## src/hw/rtl/ata_pkg.sv

```systemverilog
// Shared types and constants for the address table with aging timers.
// No dependencies; every other file imports this package.
`default_nettype none

package ata_pkg;

  localparam int ADDR_W            = 48;
  localparam int HOLD_W            = 8;
  localparam int STATUS_W          = 2;
  localparam int COUNT_W           = 7;
  localparam int IN_TDATA_W        = 48;
  localparam int OUT_TDATA_W       = 16;
  localparam int CHUNK_W           = 8;
  localparam int CMD_DEPTH         = 2;
  localparam int DEF_TABLE_ENTRIES = 64;

  localparam logic [HOLD_W-1:0]   HOLD_RESET = 8'd60;
  localparam logic [COUNT_W-1:0]  COUNT_MAX  = 7'd127;
  localparam logic                KIND_TICK  = 1'b1;

  localparam logic [STATUS_W-1:0] ST_REFRESH = 2'd0;
  localparam logic [STATUS_W-1:0] ST_INSERT  = 2'd1;
  localparam logic [STATUS_W-1:0] ST_FULL    = 2'd2;
  localparam logic [STATUS_W-1:0] ST_TICK    = 2'd3;

  typedef enum logic {
    OP_SIGHT = 1'b0,
    OP_TICK  = 1'b1
  } op_e;

  typedef struct packed {
    logic              valid;
    op_e               op;
    logic [ADDR_W-1:0] addr;
  } cmd_t;

endpackage

`default_nettype wire

```

## src/hw/rtl/ata_front.sv

```systemverilog
// Front end: accepts input beats, classifies them and queues commands.
// Depends on ata_pkg.
`default_nettype none

module ata_front
  import ata_pkg::*;
(
  input  wire logic                  clk_i,
  input  wire logic                  rst_ni,
  input  wire logic                  s_axis_tvalid,
  output logic                       s_axis_tready,
  input  wire logic [IN_TDATA_W-1:0] s_axis_tdata,  // [47:0] device_address
  input  wire logic                  s_axis_tuser,  // [0] kind
  input  wire logic                  pop_i,
  output cmd_t                       cmd_o
);

  localparam int PTR_W = (CMD_DEPTH > 1) ? $clog2(CMD_DEPTH) : 1;
  localparam int CNT_W = $clog2(CMD_DEPTH + 1);

  op_e               op_mem   [CMD_DEPTH];
  logic [ADDR_W-1:0] addr_mem [CMD_DEPTH];
  logic [PTR_W-1:0]  wr_ptr_q, wr_ptr_d;
  logic [PTR_W-1:0]  rd_ptr_q, rd_ptr_d;
  logic [CNT_W-1:0]  cnt_q, cnt_d;
  op_e               op_in;
  logic              push;
  logic              pop;

  always_comb begin
    unique case (s_axis_tuser)
      KIND_TICK: op_in = OP_TICK;
      default:   op_in = OP_SIGHT;
    endcase
  end

  assign s_axis_tready = (cnt_q != CNT_W'(CMD_DEPTH));
  assign push          = s_axis_tvalid && s_axis_tready;
  assign pop           = pop_i && (cnt_q != '0);

  always_comb begin
    wr_ptr_d = wr_ptr_q;
    rd_ptr_d = rd_ptr_q;
    cnt_d    = cnt_q;
    if (push) begin
      wr_ptr_d = (wr_ptr_q == PTR_W'(CMD_DEPTH - 1)) ? '0 : wr_ptr_q + 1'b1;
    end
    if (pop) begin
      rd_ptr_d = (rd_ptr_q == PTR_W'(CMD_DEPTH - 1)) ? '0 : rd_ptr_q + 1'b1;
    end
    if (push && !pop) begin
      cnt_d = cnt_q + 1'b1;
    end else if (pop && !push) begin
      cnt_d = cnt_q - 1'b1;
    end
  end

  always_ff @(posedge clk_i or negedge rst_ni) begin
    if (!rst_ni) begin
      wr_ptr_q <= '0;
      rd_ptr_q <= '0;
      cnt_q    <= '0;
    end else begin
      wr_ptr_q <= wr_ptr_d;
      rd_ptr_q <= rd_ptr_d;
      cnt_q    <= cnt_d;
    end
  end

  always_ff @(posedge clk_i) begin
    if (push) begin
      op_mem[wr_ptr_q]   <= op_in;
      addr_mem[wr_ptr_q] <= s_axis_tdata[ADDR_W-1:0];
    end
  end

  assign cmd_o.valid = (cnt_q != '0);
  assign cmd_o.op    = op_mem[rd_ptr_q];
  assign cmd_o.addr  = addr_mem[rd_ptr_q];

endmodule

`default_nettype wire

```

## config.mk

```make
export PLATFORM = sky130hd
export DESIGN_NAME = ata_front
export DESIGN_NICKNAME = d
export VERILOG_FILES = /design/src/hw/rtl/ata_pkg.sv /design/src/hw/rtl/ata_front.sv
export SDC_FILE = /design/constraint.sdc
export NUM_CORES = 1
export LEC_CHECK = 0
export BUFFER_PORTS_ARGS = -buffer_cell sky130_fd_sc_hd__buf_2
export CAP_MARGIN = 10
export CORE_UTILIZATION = 35
export DETAILED_ROUTE_END_ITERATION = 7
export PLACE_DENSITY_LB_ADDON = 0.15
export SYNTH_ARGS = -nofsm -noshare
export SYNTH_HDL_FRONTEND = slang
export SYNTH_SLANG_ARGS = --single-unit
```

## constraint.sdc

```tcl
create_clock -name clk_i -period 8.48 [get_ports clk_i]
set_input_delay 0.848 -clock clk_i [delete_from_list [all_inputs] [get_ports clk_i]]
set_output_delay 0.848 -clock clk_i [all_outputs]
set_load 0.01 [all_outputs]
```

# After elaboration in Yosys (flattened, before gate mapping)
# Memory sizes are Yosys's and may differ from the RTL's.
# Index checks and enable logic that the tools add are counted.
# word_totals
regBits	4
ram_bits	98
out_inout_bits	51
elab_cells	25
n_memories	2
# op_classes
n_addsub	4
eq_ne	1
n_mux	7
reduce_logical	8
# mem_list
memory	words	word_bits	read_ports	rd_clocked_by_memory_dff	write_ports	line_no	text
addr_mem	2	48	1	0	1	ata_front.sv:22	logic [ADDR_W-1:0] addr_mem [CMD_DEPTH];
op_mem	2	1	1	0	1	ata_front.sv:21	op_e op_mem [CMD_DEPTH];
# ops
op	count
$mux W1	5
$logic_and A1 B1 Y1	4
$mux W2	2
$reduce_bool A2 Y1	2
$add A1 B1 Y1 const B	2
$add A2 B1 Y2 const B	1
$logic_not A1 Y1	2
$ne A2 B2 Y1 const B	1
$sub A2 B1 Y2 const B	1

# Longest topological paths before layout
# Gate-level depths: netlist (run 1).
# logic_depth
word_depth	6
ltp_mapped	7
depth_no_buf	7

# Worst setup path before layout (run 1)
# No wires, ideal clock.
# synth_path
path_kind	input port to flip-flop
start	input s_axis_tvalid
end	memory addr_mem[0][0] (enable)
setup_ns	0.456
arrival_ns	2.996
t_required_ns	8.024
path_slack_ns	5.028
path_stages	2
path_buffers	0
cell_sequence	nand2_1 -> nor2_1
# synth_between
elab_chain_cells	3
# synth_rtl
item	line_no	text
from (decl)	ata_front.sv:10	input wire logic s_axis_tvalid,
$logic_and A1 B1 Y1	ata_front.sv:38	assign push = s_axis_tvalid && s_axis_tready;
$mux W1	ata_front.sv:71	if (push) begin
$mux W1 (not written as such)	ata_front.sv:73	addr_mem[wr_ptr_q] <= s_axis_tdata[ADDR_W-1:0];
to (decl)	ata_front.sv:22	
# Every way passes these cells.

==> impl_metrics.tcl, run 1 <==
set metrics [dict create \
    outcome "finished, final reports clean" \
    end_kind "output pin" \
    hp-class "input port to asynchronous set/reset pin" \
    clock_sinks 102 \
    die_w_um 108.7 \
    post_cts_buffers 0 \
    final_antenna_net_count 0 \
    path_buf_inv 1 \
    drt_pass1_iterations 4 \
    yosysSeqAreaShare_pct 76.38 \
    r2r_start "cnt_q[0]" \
    grt_usage_pct 11.45 \
    crit_chain "mux2_4 -> buf_2" \
    drcViolationCount 0 \
    synthTopCellsByCount "edfxtp_1 (98), mux2_4 (49), buf_12 (5)" \
    wl_per_cell_um 15.16 \
    p_comb_share_pct 29.3 \
    dieArea_sq_mm 0.01181 \
    crit_fanout 50 \
    ys_async_sr_fraction_pct 3.922 \
    cp.required_ps 7630 \
    ys_warn_count 0 \
    ir_worst_vdd_v 0.0001641 \
    layout_min_cycle_time_ps 2790 \
    slew_violations 0 \
    p_sw_share_pct 28.47 \
    start_util_pct 36.27 \
    layout_setup_ws_ps 5690 \
    p_switching_mw 0.4788 \
    grt-busiest-layer "met2" \
    critPathMaxStageDelay_ps 1070 \
    yosys_most_used_dff "edfxtp_1" \
    cp.arrival_ps 1940 \
    place.gp.congestion 0.6758 \
    synth_area_sq_mm 0.003984 \
    power_mw 1.682 \
    io_pins 104 \
    power_frac_seq_pct 46.9 \
    grt_pass1_wl_um 9873 \
    netlist_top_cells_area "edfxtp_1 (74%), mux2_4 (18%), buf_12 (2.5%)" \
    post_cts_resized 0 \
    clock-skew-final_ps 6.215 \
    grt_max_degree 51 \
    via_per_inst 4.333 \
    clk_pin_slew_worst_paths_ps 70 \
    cts_buffers 9 \
    tns_ps 0 \
    ys_types 14 \
    synth_fp_nets 225 \
    drt_iter0_markers 53 \
    drt_wl_total_um 6460 \
    synth_edf_count 98 \
    relSlewSlack_pct 34.60 \
    avgSynthCellArea_sq_um 23.30 \
    grt_overflow 0 \
    path_delay_family "flip-flops" \
    clk_latency_ps 330 \
    worst_slew_pin_slew_ps 981.1 \
    fin_nets 335 \
    core-area_sq_mm 0.01098 \
    vias 1846 \
    worstRegToRegCells 4 \
    antenna_found_initial 0 \
    internal_power_mw 1.203 \
    maxCapViolations 0 \
    num_antenna_cells 0 \
    netlist_instances 171 \
    pre_cts_ws_ps 5953 \
    r2r_end "addr_mem[0][44]" \
    startpoint_type "flop" \
    grt_use_met2_pct 19.48 \
    synth.largest_area_cell "edfxtp_1" \
    post-route-period-util_pct 32.90 \
    root_buffer "clkbuf_16" \
    hpwl_um 4139 \
    yosysMostFrequentCell "edfxtp_1" \
    max_freq_mhz 358.5 \
    cts_tree "yes" \
    hold_viol_final 0 \
    met1_usage_pct 13.34 \
    drive_gt1_share_pct 59.79 \
    portBuffers 103 \
    htreeDepth 3 \
    r2r_slack_ps 6390 \
    hold_buffers 0 \
    num_rows 38 \
    power.leakage_nw 1.959 \
    rsz0062_at_grt "no" \
    slowest_stage "dfrtp_4" \
    setup_violations 0 \
    grt_pass1_vias 1982 \
    met3_usage_pct 4.065 \
    dieHeight_um 108.7 \
    synthToLayoutAreaGrowth_pct 22.55 \
    hold_slack_ps 309.9 \
    synth_top_area_share_pct 73.87 \
    pwr_density_cell_mw_per_mm2 344.5 \
    path_class "flop to output pin" \
    clk_path_buf_depth 2 \
    ys_seq_elements 102 \
    clkPwrFrac_pct 23.8 \
]
[final cells by class]
cell class / count / area (sq um)
clock inverters: 5 / 58.81
repair buffers: 105 / 530.5
fillers: 969 / 6101
clock buffers: 11 / 232.7
multi-input cells: 62 / 834.6
inverters: 1 / 3.754
flip-flops and latches: 102 / 3047
well taps: 140 / 175.2
[worst max-delay path by stage]
| stage | slack, ps | from | cells after the start | end |
|---|---|---|---|---|
| floorplan | 5030 | s_axis_tvalid | 2 | addr_mem[0][0] |
| global placement | 5970 | s_axis_tvalid | 4 | addr_mem[0][31] |
| detailed placement | 5950 | s_axis_tvalid | 4 | addr_mem[0][31] |
| CTS | 5640 | rd_ptr_q | 2 | cmd_o[8] |
| global route | 5610 | rd_ptr_q | 2 | cmd_o[19] |
| finish | 5690 | rd_ptr_q | 2 | cmd_o[7] |
[flip-flops by register name, summed over array words and instances, names as in the netlist]
name	flops
addr_mem	96
cnt_q	2
op_mem	2
wr_ptr_q	1
rd_ptr_q	1
[cells by family after synthesis]
family        share of synthesized area [%]
xor+xnor                              1.099
fa+ha+maj                            0.3140
mux                                   18.47
simple gates                         0.8484
flops                                 76.38
buf+inv                               2.889
[layout by cell type (no fill, tap or decap), drive strengths merged, types with 2 or more instances in the layout]
cell,count
buf,105
clkbuf,11
clkinvlp,2
dfrtp,4
edfxtp,98
inv,2
mux2,49
nand2,2
nor2,2
xnor2,3
xor2,2
[through the flow]
stage               cells  util, %  instance area, sq um
floorplan             171        -                  3984
global placement      410    41.80                  4591
detailed placement    410    41.80                  4591
CTS                   426    44.45                  4882
global route          426    44.45                  4882
finish                426    44.45                  4882
[power groups by stage]
stage               registers [mW]  logic, mW  clock network [mW]
floorplan                    0.730      0.441                   0
global placement             0.801      0.505                   0
detailed placement           0.804      0.506                   0
CTS                          0.794      0.507               0.412
global route                 0.805      0.537               0.431
finish                       0.788      0.493               0.401
[worst reg2reg max path: cells and delay by family, from the launching register on]
kind	cells	cell delay [ps]
buf+inv	1	480
flops	1	410
simple gates	3	870
[layer usage]
layer | share of wire, % | vias up | wire, um
met4 | 0.68 | 0 | 44
met2 | 51 | 58 | 3295
met1 | 42 | 904 | 2712
met5 | 0 | - | 0
li1 | - | 880 | -
met3 | 6.3 | 4 | 408
Power figures use the tool's default switching activity.
==> run 2, diff against run 1 <==
==> constraint.sdc (replaced) <==
create_clock -name clk_i -period 2.3 [get_ports clk_i]
set_input_delay 0.23 -clock clk_i [delete_from_list [all_inputs] [get_ports clk_i]]
set_output_delay 0.23 -clock clk_i [all_outputs]
set_load 0.01 [all_outputs]
==> run 2 against run 1 <==
  * Power rose to 3.6 times the previous value
  * Clock power rose to 3.4 times the previous value
  * Largest cell class unchanged
  * First-iteration DRC count down 45%
  * Non-clock buffer count up 4
  * Combinational power rose to 4.2 times the previous value
  * Sequential share of layout area down 0.29 points
  * Worst hold slack worse by 230 ps
  * Global-route usage up 0.83 points
  * Register-to-register slack worse by 5700 ps
==> impl_metrics.tcl, run 2 (synthesis results as in run 1) <==
set metrics [dict create \
    startpoint_type "flop" \
    clk_latency_ps 340 \
    maxCapViolations 0 \
    clock_sinks 102 \
    hold_end "addr_mem[1][24]" \
    relSlewSlack_pct 72.03 \
    crit_fanout 42 \
    antenna_found_initial 1 \
    setup_violations 0 \
    final_common_cell "buf_2" \
    power_frac_seq_pct 44.3 \
    cts_buffers 9 \
    max_freq_mhz 510.5 \
    grt_usage_pct 12.28 \
    r2r_slack_ps 710 \
    grt_pass1_wl_um 10380 \
    layout_min_cycle_time_ps 1959 \
    p_sw_share_pct 29.11 \
    hold_viol_final 0 \
    hp-class "input port to flop" \
    drt_wl_total_um 6869 \
    clock-skew-final_ps 4.723 \
    min_path_cells 1 \
    path_class "flop to output pin" \
    largestRegisters "addr_mem (96), cnt_q (2), op_mem (2)" \
    end_kind "output pin" \
    hold_buffers 1 \
    via_per_inst 4.404 \
    ir_worst_vdd_v 0.0008375 \
    post-route-period-util_pct 85.17 \
    core-area_sq_mm 0.01098 \
    synthToLayoutAreaGrowth_pct 23.12 \
    grt_overflow 0 \
    tns_ps 0 \
    io_pins 104 \
    largest_register_ffs 96 \
    portBuffers 103 \
    power_mw 6.123 \
    final_antenna_net_count 0 \
    r2r_start "cnt_q[0]" \
    num_rows 38 \
    power.leakage_nw 1.973 \
    outcome "finished, final reports clean" \
    internal_power_mw 4.340 \
    worstRegToRegCells 4 \
    place.gp.congestion 0.6971 \
    final_util_pct 44.66 \
    slew_violations 0 \
    drive_gt1_share_pct 60.00 \
    cts_tree "yes" \
    drt_iter0_markers 29 \
    r2r_end "addr_mem[0][45]" \
    post_cts_buffers 0 \
    root_buffer "clkbuf_16" \
    n_fill_cell 1001 \
    post_cts_resized 0 \
    htreeDepth 3 \
    drt_pass1_iterations 4 \
    clk_path_buf_depth 2 \
    wl_per_cell_um 15.94 \
    min_from "s_axis_tdata[24]" \
    die_w_um 108.7 \
    clkPwrFrac_pct 22.2 \
    fin_nets 339 \
    dieArea_sq_mm 0.01181 \
    final_cell_mix "buf_2 (103), edfxtp_1 (98), mux2_4 (49)" \
    worst_slew_pin_slew_ps 419.6 \
    vias 1898 \
    dieHeight_um 108.7 \
    p_comb_share_pct 33.6 \
    start_util_pct 36.27 \
    grt_max_degree 43 \
    clk_pin_slew_worst_paths_ps 70 \
    rsz0062_at_grt "no" \
    cp.required_ps 2070 \
    hpwl_um 4496 \
    top_register "addr_mem" \
    p_switching_mw 1.783 \
    place_area_sq_mm 0.004626 \
    cp.arrival_ps 1730 \
    drcViolationCount 0 \
    pwr_density_cell_mw_per_mm2 1248 \
    postLayoutCellArea_sq_mm 0.004905 \
    grt_pass1_vias 2065 \
]
[run 2: cell types whose count changed in the layout (fill, tap and decap cells not counted)]
| cell | delta |
|---|---|
| buf_4 | +2 |
| clkbuf_1 | -2 |
| clkinv_2 | +1 |
| clkinv_1 | +2 |
| diode_2 | +1 |
| inv_6 | -1 |
| clkinv_4 | +1 |
| buf_12 | +1 |
| bufinv_16 | -1 |
| dlygate4sd3_1 | +1 |
[run 2: how the worst max path moves through the flow]
stage / depth (start not counted) / to / start / slack (ps)
global placement: 4 / addr_mem[0][42] / cnt_q[0] / 680
finish: 3 / cmd_o[34] / rd_ptr_q / 340
global route: 3 / cmd_o[1] / rd_ptr_q / 280
detailed placement: 3 / cmd_o[10] / rd_ptr_q / 690
floorplan: 2 / addr_mem[1][0] / cnt_q[0] / 70
CTS: 3 / cmd_o[8] / rd_ptr_q / 310
[run 2: final cells by class]
type | instances | area [sq um] | share of cell area [%]
sequential | 102 | 3047 | 62.12
multi-input combinational | 62 | 834.6 | 17.02
timing repair buffer | 109 | 575.6 | 11.73
clock buffer | 9 | 225.2 | 4.592
tap | 140 | 175.2 | 3.571
clock inverter | 7 | 41.29 | 0.8418
inverter | 1 | 3.754 | 0.07653
antenna | 1 | 2.502 | 0.05102
[run 2: stage by stage]
stage / hold slack (ps) / worst slack (ps) / cells
final: 76.39 / 341.2 / 431
after global routing: 66.86 / 279.9 / 430
after CTS: 62.87 / 309.2 / 430
after detailed placement: 40.25 / 686.4 / 413
after global placement: 46.96 / 678.3 / 413
after floorplan: -65.59 / 67.81 / 171
[run 2: power groups by stage]
stage / clock (mW) / combinational, mW / sequential [mW]
2_1_floorplan: 0 / 1.63 / 2.68
3_3_place_gp: 0 / 2.10 / 2.75
3_5_place_dp: 0 / 2.11 / 2.76
4_1_cts: 1.41 / 2.12 / 2.72
5_1_grt: 1.47 / 2.23 / 2.75
6_report: 1.36 / 2.06 / 2.71
[run 2: worst max-delay path, stage by stage, from the launching register on]
cell and delay [ps]:
dfrtp_4 540, buf_12 340, mux2_4 340, buf_2 140
[run 2: routing by layer]
metal / global-route usage (%) / up-vias / wire [um]
met5: 0 / - / 0
met4: 7.529 / 0 / 140
met3: 3.467 / 11 / 442
met2: 19.71 / 62 / 3319
met1: 14.64 / 926 / 2967
li1: - / 899 / -
